===== config.mk =====
export PLATFORM = sky130hd
export DESIGN_NAME = quicksort_engine
export DESIGN_NICKNAME = d
export VERILOG_FILES = /design/src/rtl/core/qse_pkg.sv /design/src/rtl/core/qse_ram.sv /design/src/rtl/core/qse_ctrl.sv /design/src/rtl/core/quicksort_engine.sv
export SDC_FILE = /design/constraint.sdc
export NUM_CORES = 2
export LEC_CHECK = 0
export BUFFER_PORTS_ARGS = -buffer_cell sky130_fd_sc_hd__buf_4
export CAP_MARGIN = 10
export CORE_ASPECT_RATIO = 1.75
export CORE_MARGIN = 2
export CORE_UTILIZATION = 60
export DETAILED_ROUTE_END_ITERATION = 7
export PLACE_DENSITY = 0.76
export SYNTH_ARGS = -nofsm -noshare
export SYNTH_HDL_FRONTEND = slang
export SYNTH_SLANG_ARGS = --single-unit

===== constraint.sdc =====
create_clock -name clk -period 14.98 [get_ports clk]
set_input_delay 2.996 -clock clk [delete_from_list [all_inputs] [get_ports clk]]
set_output_delay 2.996 -clock clk [all_outputs]
set_load 0.005 [all_outputs]

===== src/rtl/core/qse_pkg.sv =====
// qse_pkg: shared types, constants and helpers of the quicksort engine.
// No dependencies; used by every module of the block.
package qse_pkg;

	localparam int DATA_W        = 32;
	localparam int MAX_ITEMS_DEF = 64;

	typedef enum logic [4:0] {
		ST_LOAD,
		ST_INIT,
		ST_POP,
		ST_POPW,
		ST_PIV,
		ST_CNT,
		ST_SWP0,
		ST_SWP1,
		ST_SWP2,
		ST_PART,
		ST_SI,
		ST_SJ,
		ST_SW1,
		ST_SW2,
		ST_PUSH1,
		ST_PUSH2,
		ST_EMRD,
		ST_EMLD
	} qse_state_t;

	typedef struct packed {
		logic load;
		logic last;
	} qse_emit_t;

	// signed a <= b
	function automatic logic key_le(logic [DATA_W-1:0] a, logic [DATA_W-1:0] b);
		return $signed(a) <= $signed(b);
	endfunction

endpackage


===== src/rtl/core/qse_ram.sv =====
// qse_ram: simple dual-port synchronous memory, one write and one registered read.
// Depends on qse_pkg for its parameter defaults; used for the element store and the range stack.
module qse_ram #(
	parameter int DEPTH = qse_pkg::MAX_ITEMS_DEF,
	parameter int WIDTH = qse_pkg::DATA_W
) (
	input  logic                     clk,
	input  logic                     we,
	input  logic [$clog2(DEPTH)-1:0] waddr,
	input  logic [WIDTH-1:0]         wdata,
	input  logic [$clog2(DEPTH)-1:0] raddr,
	output logic [WIDTH-1:0]         rdata
);

	logic [WIDTH-1:0] mem [DEPTH];

	always_ff @(posedge clk) begin
		if (we) begin
			mem[waddr] <= wdata;
		end
		rdata <= mem[raddr];
	end

endmodule


===== src/rtl/core/qse_ctrl.sv =====
// qse_ctrl: load, quicksort sequencer and emit sequencing over the two memories.
// Depends on qse_pkg; drives the ports of two qse_ram instances.
module qse_ctrl #(
	parameter int MAX_ITEMS = qse_pkg::MAX_ITEMS_DEF
) (
	input  logic                        clk,
	input  logic                        arst_n,
	input  logic                        in_valid,
	input  logic [qse_pkg::DATA_W-1:0]  in_value,
	input  logic                        in_last,
	output logic                        in_ready,
	input  logic                        out_full,
	output qse_pkg::qse_emit_t          emit,
	output logic                        st_we,
	output logic [$clog2(MAX_ITEMS)-1:0] st_waddr,
	output logic [qse_pkg::DATA_W-1:0]  st_wdata,
	output logic [$clog2(MAX_ITEMS)-1:0] st_raddr,
	input  logic [qse_pkg::DATA_W-1:0]  st_rdata,
	output logic                        rs_we,
	output logic [$clog2(MAX_ITEMS)-1:0] rs_waddr,
	output logic [2*$clog2(MAX_ITEMS)-1:0] rs_wdata,
	output logic [$clog2(MAX_ITEMS)-1:0] rs_raddr,
	input  logic [2*$clog2(MAX_ITEMS)-1:0] rs_rdata
);

	localparam int AW = $clog2(MAX_ITEMS);
	localparam int CW = $clog2(MAX_ITEMS + 1);
	localparam logic [CW-1:0] CNT_MAX = CW'(MAX_ITEMS);

	qse_pkg::qse_state_t state_q, state_d;

	logic [CW-1:0] count_q, sp_q;
	logic [AW-1:0] lo_q, hi_q, k_q, cnt_q, p_q, i_q, j_q, e_q;
	logic [qse_pkg::DATA_W-1:0] pivot_q, di_q, dj_q;

	logic          le;
	logic [AW-1:0] cnt_n;
	logic          i_lt_p, j_gt_p, i1_lt_p, j1_gt_p;
	logic          push_lo, push_hi, sp_room;
	logic          in_fire, emit_last;
	logic [AW-1:0] pop_lo, pop_hi;

	assign le        = qse_pkg::key_le(st_rdata, pivot_q);
	assign cnt_n     = cnt_q + AW'(le);
	assign i_lt_p    = i_q < p_q;
	assign j_gt_p    = j_q > p_q;
	assign i1_lt_p   = ({1'b0, i_q} + 1'b1) < {1'b0, p_q};
	assign j1_gt_p   = {1'b0, j_q} > ({1'b0, p_q} + 1'b1);
	assign push_lo   = {1'b0, p_q} > ({1'b0, lo_q} + 1'b1);
	assign push_hi   = {1'b0, hi_q} > ({1'b0, p_q} + 1'b1);
	assign sp_room   = sp_q < CNT_MAX;
	assign in_fire   = in_valid && in_ready;
	assign emit_last = CW'(e_q) == (count_q - CW'(1));
	assign pop_lo    = rs_rdata[2*AW-1:AW];
	assign pop_hi    = rs_rdata[AW-1:0];
	assign in_ready  = state_q == qse_pkg::ST_LOAD;

	// next state
	always_comb begin
		state_d = state_q;
		unique case (state_q)
			qse_pkg::ST_LOAD:  if (in_fire && in_last) state_d = qse_pkg::ST_INIT;
			qse_pkg::ST_INIT:  state_d = (count_q < CW'(2)) ? qse_pkg::ST_EMRD : qse_pkg::ST_POP;
			qse_pkg::ST_POP:   state_d = (sp_q == '0) ? qse_pkg::ST_EMRD : qse_pkg::ST_POPW;
			qse_pkg::ST_POPW:  state_d = (pop_lo >= pop_hi) ? qse_pkg::ST_POP : qse_pkg::ST_PIV;
			qse_pkg::ST_PIV:   state_d = qse_pkg::ST_CNT;
			qse_pkg::ST_CNT:   if (k_q == hi_q) state_d = qse_pkg::ST_SWP0;
			qse_pkg::ST_SWP0:  state_d = qse_pkg::ST_SWP1;
			qse_pkg::ST_SWP1:  state_d = qse_pkg::ST_SWP2;
			qse_pkg::ST_SWP2:  state_d = qse_pkg::ST_PART;
			qse_pkg::ST_PART:  state_d = (i_lt_p && j_gt_p) ? qse_pkg::ST_SI : qse_pkg::ST_PUSH1;
			qse_pkg::ST_SI: begin
				if (!le) state_d = qse_pkg::ST_SJ;
				else if (!i1_lt_p) state_d = qse_pkg::ST_PUSH1;
			end
			qse_pkg::ST_SJ: begin
				if (le) state_d = qse_pkg::ST_SW1;
				else if (!j1_gt_p) state_d = qse_pkg::ST_PUSH1;
			end
			qse_pkg::ST_SW1:   state_d = qse_pkg::ST_SW2;
			qse_pkg::ST_SW2:   state_d = qse_pkg::ST_PART;
			qse_pkg::ST_PUSH1: state_d = qse_pkg::ST_PUSH2;
			qse_pkg::ST_PUSH2: state_d = qse_pkg::ST_POP;
			qse_pkg::ST_EMRD:  if (!out_full) state_d = qse_pkg::ST_EMLD;
			qse_pkg::ST_EMLD:  state_d = emit_last ? qse_pkg::ST_LOAD : qse_pkg::ST_EMRD;
			default:           state_d = qse_pkg::ST_LOAD;
		endcase
	end

	// memory ports and emit strobe
	always_comb begin
		st_we     = 1'b0;
		st_waddr  = i_q;
		st_wdata  = dj_q;
		st_raddr  = i_q;
		rs_we     = 1'b0;
		rs_waddr  = sp_q[AW-1:0];
		rs_wdata  = {lo_q, AW'(p_q - 1'b1)};
		rs_raddr  = AW'(sp_q - CW'(1));
		emit.load = 1'b0;
		emit.last = emit_last;
		unique case (state_q)
			qse_pkg::ST_LOAD: begin
				st_we    = in_fire && (count_q < CNT_MAX);
				st_waddr = count_q[AW-1:0];
				st_wdata = in_value;
			end
			qse_pkg::ST_INIT: begin
				rs_we    = count_q >= CW'(2);
				rs_waddr = '0;
				rs_wdata = {AW'(0), AW'(count_q - CW'(1))};
			end
			qse_pkg::ST_POPW:  st_raddr = pop_lo;
			qse_pkg::ST_PIV:   st_raddr = lo_q + 1'b1;
			qse_pkg::ST_CNT:   st_raddr = k_q + 1'b1;
			qse_pkg::ST_SWP0:  st_raddr = p_q;
			qse_pkg::ST_SWP1: begin
				st_we    = 1'b1;
				st_waddr = lo_q;
				st_wdata = st_rdata;
			end
			qse_pkg::ST_SWP2: begin
				st_we    = 1'b1;
				st_waddr = p_q;
				st_wdata = pivot_q;
			end
			qse_pkg::ST_PART:  st_raddr = i_q;
			qse_pkg::ST_SI:    st_raddr = le ? i_q + 1'b1 : j_q;
			qse_pkg::ST_SJ:    st_raddr = j_q - 1'b1;
			qse_pkg::ST_SW1: begin
				st_we    = 1'b1;
				st_waddr = i_q;
				st_wdata = dj_q;
			end
			qse_pkg::ST_SW2: begin
				st_we    = 1'b1;
				st_waddr = j_q;
				st_wdata = di_q;
			end
			qse_pkg::ST_PUSH1: rs_we = push_lo && sp_room;
			qse_pkg::ST_PUSH2: begin
				rs_we    = push_hi && sp_room;
				rs_wdata = {AW'(p_q + 1'b1), hi_q};
			end
			qse_pkg::ST_EMRD:  st_raddr = e_q;
			qse_pkg::ST_EMLD:  emit.load = 1'b1;
			default: ;
		endcase
	end

	always_ff @(posedge clk or negedge arst_n) begin
		if (!arst_n) begin
			state_q <= qse_pkg::ST_LOAD;
			count_q <= '0;
			sp_q    <= '0;
		end else begin
			state_q <= state_d;
			unique case (state_q)
				qse_pkg::ST_LOAD:  if (in_fire && count_q < CNT_MAX) count_q <= count_q + 1'b1;
				qse_pkg::ST_INIT:  sp_q <= (count_q >= CW'(2)) ? CW'(1) : '0;
				qse_pkg::ST_POP:   if (sp_q != '0) sp_q <= sp_q - 1'b1;
				qse_pkg::ST_PUSH1: if (push_lo && sp_room) sp_q <= sp_q + 1'b1;
				qse_pkg::ST_PUSH2: if (push_hi && sp_room) sp_q <= sp_q + 1'b1;
				qse_pkg::ST_EMLD: begin
					if (emit_last) begin
						count_q <= '0;
						sp_q    <= '0;
					end
				end
				default: ;
			endcase
		end
	end

	always_ff @(posedge clk) begin
		unique case (state_q)
			qse_pkg::ST_INIT: e_q <= '0;
			qse_pkg::ST_POPW: begin
				lo_q <= pop_lo;
				hi_q <= pop_hi;
			end
			qse_pkg::ST_PIV: begin
				pivot_q <= st_rdata;
				k_q     <= lo_q + 1'b1;
				cnt_q   <= '0;
			end
			qse_pkg::ST_CNT: begin
				cnt_q <= cnt_n;
				k_q   <= k_q + 1'b1;
				if (k_q == hi_q) p_q <= lo_q + cnt_n;
			end
			qse_pkg::ST_SWP2: begin
				i_q <= lo_q;
				j_q <= hi_q;
			end
			qse_pkg::ST_SI: begin
				if (le) i_q <= i_q + 1'b1;
				else di_q <= st_rdata;
			end
			qse_pkg::ST_SJ: begin
				if (!le) j_q <= j_q - 1'b1;
				else dj_q <= st_rdata;
			end
			qse_pkg::ST_SW2: begin
				i_q <= i_q + 1'b1;
				j_q <= j_q - 1'b1;
			end
			qse_pkg::ST_EMLD: e_q <= e_q + 1'b1;
			default: ;
		endcase
	end

endmodule


===== src/rtl/core/quicksort_engine.sv =====
// quicksort_engine: batch sorter for signed 32-bit values, top level.
// Depends on qse_pkg, qse_ram and qse_ctrl.
//
//  channel  dir  handshake          tdata                 tlast / meaning
//  s_*      in   s_tvalid/s_tready  [31:0] value          is_last, starts the sort
//  m_*      out  m_tvalid/m_tready  [31:0] sorted_value   end_of_run
//
// Loading keeps s_tready high until the item with s_tlast is taken. The sort of n items
// runs through the single read port of the element store: per partition it fetches the
// pivot, counts the elements not above it, moves the pivot into place, starts the scan,
// scans elements and exchanges pairs, with range-stack handling around each partition;
// emitting reads each item from the store and loads it into the output register.
// Reset clears control state only; the memories need no clearing pass.
// A stalled output holds the sequencer before the next store read.
module quicksort_engine #(
	parameter int MAX_ITEMS = qse_pkg::MAX_ITEMS_DEF
) (
	input  logic                       clk,
	input  logic                       arst_n,
	input  logic                       s_tvalid,
	output logic                       s_tready,
	input  logic [qse_pkg::DATA_W-1:0] s_tdata,  // [31:0] value
	input  logic                       s_tlast,
	output logic                       m_tvalid,
	input  logic                       m_tready,
	output logic [qse_pkg::DATA_W-1:0] m_tdata,  // [31:0] sorted_value
	output logic                       m_tlast
);

	localparam int AW = $clog2(MAX_ITEMS);

	logic                       st_we, rs_we;
	logic [AW-1:0]              st_waddr, st_raddr, rs_waddr, rs_raddr;
	logic [qse_pkg::DATA_W-1:0] st_wdata, st_rdata;
	logic [2*AW-1:0]            rs_wdata, rs_rdata;
	qse_pkg::qse_emit_t         emit;

	logic                       out_valid_q, out_last_q;
	logic [qse_pkg::DATA_W-1:0] out_data_q;

	qse_ram #(.DEPTH(MAX_ITEMS), .WIDTH(qse_pkg::DATA_W)) u_store (
		.clk   (clk),
		.we    (st_we),
		.waddr (st_waddr),
		.wdata (st_wdata),
		.raddr (st_raddr),
		.rdata (st_rdata)
	);

	qse_ram #(.DEPTH(MAX_ITEMS), .WIDTH(2*AW)) u_stack (
		.clk   (clk),
		.we    (rs_we),
		.waddr (rs_waddr),
		.wdata (rs_wdata),
		.raddr (rs_raddr),
		.rdata (rs_rdata)
	);

	qse_ctrl #(.MAX_ITEMS(MAX_ITEMS)) u_ctrl (
		.clk      (clk),
		.arst_n   (arst_n),
		.in_valid (s_tvalid),
		.in_value (s_tdata),
		.in_last  (s_tlast),
		.in_ready (s_tready),
		.out_full (out_valid_q),
		.emit     (emit),
		.st_we    (st_we),
		.st_waddr (st_waddr),
		.st_wdata (st_wdata),
		.st_raddr (st_raddr),
		.st_rdata (st_rdata),
		.rs_we    (rs_we),
		.rs_waddr (rs_waddr),
		.rs_wdata (rs_wdata),
		.rs_raddr (rs_raddr),
		.rs_rdata (rs_rdata)
	);

	// output register
	always_ff @(posedge clk or negedge arst_n) begin
		if (!arst_n) begin
			out_valid_q <= 1'b0;
		end else if (emit.load) begin
			out_valid_q <= 1'b1;
		end else if (m_tready) begin
			out_valid_q <= 1'b0;
		end
	end

	always_ff @(posedge clk) begin
		if (emit.load) begin
			out_data_q <= st_rdata;
			out_last_q <= emit.last;
		end
	end

	assign m_tvalid = out_valid_q;
	assign m_tdata  = out_data_q;
	assign m_tlast  = out_last_q;

endmodule


==> run_results.csv <==
group,metric,value,unit
status,status,"complete, but fails checks",
status,violations,"DRC, slew limit",
global_routing,busiest_layer,"met2",
synth,synth_enable_flop_cells,2993,
global_routing,grt.met1_usage,39.85,%
cells_and_area,final_cell_mix,"edfxtp_1, nand2_1, mux2i_1, nand3_1, buf_4",
timing,slew_headroom,-5.747,%
timing,rsz0062_at_grt,"no",
clock_network,holdBufCountCts,0,
global_routing,grt_pass1_vias,75290,
floorplan,die-width,350.0,um
worst_setup_path,worstRegToRegCells,15,
worst_setup_path,critPathKind,"flip-flop to flip-flop",
worst_setup_path,cp-start-kind,"flip-flop",
clock_network,path_clk_slew,70,ps
floorplan,die_y,609.6,um
placed_design,io_buffers,71,
worst_setup_path,cp-end-kind,"flip-flop",
clock_network,clk_path_buf_depth,4,
clock_network,cts_buffers,269,
worst_setup_path,crit_arrival,8930,ps
global_routing,grt_start_max_net_pins,154,
worst_setup_path,cp_cell_sequence,"ha_1 -> nand4_1 -> nor3_1 -> a21boi_1 -> o31a_4 -> o211ai_2 -> inv_2 -> buf_4 -> a211o_4 -> buf_4 -> buf_4 -> mux2i_1 -> a22oi_1 -> nand4_1 -> nand4bb_1",
floorplan,start_util,60.27,%
synth,synthesis.nets,7959,
floorplan,die_area,0.2134,mm2
placed_design,gp_congestion,0.9969,
drt,wl,373.3,mm
cells_and_area,utilization,66.77,%
drt,drt_iter0_drc,12240,
floorplan,ioPinCount,72,
clock_network,htreeDepth,5,
global_routing,antenna_found_initial,14,
synth,netlist_instances,7829,
drt,drt_pass1_iterations,8,
timing,hold_viol,0,
placed_design,dpl.hpwl,209.7,mm
timing,clock.fmax,120.5,MHz
cells_and_area,drive_gt1_share,16.58,%
placed_design,placed_cell_area,0.1307,mm2
clock_network,cts_tree,"built",
worst_setup_path,required,15610,ps
timing,finalMaxSlewViolations,3,
clock_network,clock_sinks,3057,
worst_setup_path,cpMostUsedCell,"buf_4",
timing,clock_skew,79.05,ps
worst_setup_path,r2r_slack,6680,ps
synth,syn_area_per_cell,16.06,um2
clock_network,root_buffer,"clkbuf_16",
synth,synth_area,0.1257,mm2
drt,drcViolationCount,10,
cells_and_area,seqCellArea,0.09126,mm2
worst_setup_path,path_max_fanout,65,
timing,worst_slew_pin_slew,1586,ps
worst_setup_path,timing.rr.start,"u_store.rdata[11]$_DFF_P_",
min_path,holdCritPathClass,"flip-flop to flip-flop",
cells_and_area,fillers,13390,
worst_setup_path,critical_path_depth,15,
cells_and_area,layout_commonest_cell,"edfxtp_1",
worst_setup_path,r2r-end,"u_store.rdata[20]$_DFF_P_",
global_routing,use_met3,5.992,%
floorplan,coreArea,0.2086,mm2
global_routing,gr-total-overflow,0,
drt,viasPerCell,6.957,
global_routing,grt_usage,34.73,%
clock_network,clk_latency,920,ps
worst_setup_path,cp-endpoint,"u_store.rdata[20]$_DFF_P_",
timing,setup-violations-final,0,
drt,route.vias.total,76040,
clock_network,cts_setup_buffers,0,
drt,wl_per_cell,34.16,um
synth,async_reset_ff_share,0.6542,%
clock_network,cts_resized,0,
timing,finalCriticalPeriod,8302,ps
timing,finalSetupTns,0,ps
floorplan,fp-row-count,222,
worst_setup_path,critical_path_buf_inv_count,4,
synth,ys_ff_latch,3057,
synth,ys_warn_count,0,
worst_setup_path,worstSetupStartpoint,"u_store.rdata[11]$_DFF_P_",
synth,synth_cell_types,93,
job,maxCapViolations,0,
cells_and_area,area_delta_synth_final,10.78,%
drt,ant_nets,0,
synth,ys_seq_area_share,72.58,%
worst_setup_path,cpMaxStageDelayCell,"buf_4",
timing,fin_crit_sh,55.42,%
cells_and_area,multi_input_comb_area,0.03317,mm2
cells_and_area,stdcell_area,0.1393,mm2
synth,synth_flop_cell,"edfxtp_1",
worst_setup_path,slowest_delay,880,ps
global_routing,grt_pass1_wl,526.0,mm
cells_and_area,final_nets,8055,
global_routing,grtUsageMet2,57.23,%
worst_setup_path,cpLargestDelayFamily,"buffers and inverters",
-- worst register-to-register path: cells and delay by family, from the launching register on --
family                     cells  cell delay, ps
AOI/OAI and AO/OA              5            1910
adders and majority gates      1             320
buffers and inverters          4            2770
DFF                            1             770
muxes                          1             220
and+or+nand+nor                4            2020
-- cells by family (layout without fill, tap and decap cells) --
family / Yosys count / count (layout) / share of synthesized area, %
DFF: 3057 / 3057 / 72.58
and+or+nand+nor: 1883 / 1883 / 6.740
other: 0 / 6 / 0
muxes: 998 / 998 / 10.64
adders and majority gates: 93 / 93 / 0.9314
buffers and inverters: 596 / 891 / 2.090
AOI/OAI and AO/OA: 1140 / 1140 / 6.581
xor gates and xnor gates: 62 / 62 / 0.4319
-- routing by layer --
layer / vias to the layer above / routed length (um)
met3: 1443 / 36060
met2: 5474 / 183600
met1: 38030 / 116600
li1: 31080 / -
met5: - / 130
met4: 14 / 36980
-- how the worst min path moves through the flow --
stage,start,end,slack [ps],cells after the start
global route,u_stack.rdata[0]$_DFF_P_,u_ctrl.hi_q[0]$_DFFE_PN_,460,0
finish,u_stack.rdata[1]$_DFF_P_,u_ctrl.hi_q[1]$_DFFE_PN_,440,0
detailed placement,u_stack.rdata[2]$_DFF_P_,u_ctrl.hi_q[2]$_DFFE_PN_,420,0
global placement,u_stack.rdata[1]$_DFF_P_,u_ctrl.hi_q[1]$_DFFE_PN_,420,0
CTS,u_stack.rdata[1]$_DFF_P_,u_ctrl.hi_q[1]$_DFFE_PN_,450,0
floorplan,u_stack.rdata[1]$_DFF_P_,u_ctrl.hi_q[1]$_DFFE_PN_,410,0
-- cell type report --
cell class,instances,share of cell area (%)
Antenna cell,6,0.01078
Clock buffer,344,5.204
Clock inverter,126,0.8614
Inverter,98,0.2641
Multi-Input combinational cell,4176,23.81
Sequential cell,3057,65.52
Tap cell,2800,2.515
Timing Repair Buffer,323,1.815
-- synthesized netlist by cell type (all sizes together), types with 88 or more instances --
cell | count | area (um2)
a21oi | 223 | 1116
a22oi | 236 | 1777
a31oi | 92 | 575.6
and3 | 103 | 644.4
buf | 301 | 1520
clkbuf | 197 | 739.5
edfxtp | 2993 | 89880
ha | 92 | 1151
inv | 97 | 364.1
mux2 | 193 | 2173
mux2i | 553 | 5535
mux4 | 252 | 5675
nand2 | 984 | 3694
nand3 | 324 | 1622
nor2 | 239 | 899.6
o21ai | 88 | 440.4
-- flip-flops by register name, indices dropped and copies added (netlist names), 7 cells and up --
name / count
u_ctrl.pivot_q: 32
u_stack.mem: 768
u_ctrl.sp_q: 7
u_ctrl.dj_q: 32
u_stack.rdata: 12
m_tdata: 32
u_ctrl.count_q: 7
u_store.rdata: 32
u_store.mem: 2048
u_ctrl.di_q: 32
-- per-stage QoR --
step | instances | hold slack, ps | setup WS [ps]
floorplan | 7829 | 408.2 | 9312
global placement | 10440 | 422.5 | 7442
detailed placement | 10440 | 422.4 | 7260
CTS | 10910 | 447.1 | 7145
global route | 10930 | 456.1 | 6422
finish | 10930 | 437.5 | 6678
Power is left out: the tool's default activity adds up to more than one toggle a clock period on the data nets, which glitch-free logic cannot reach.
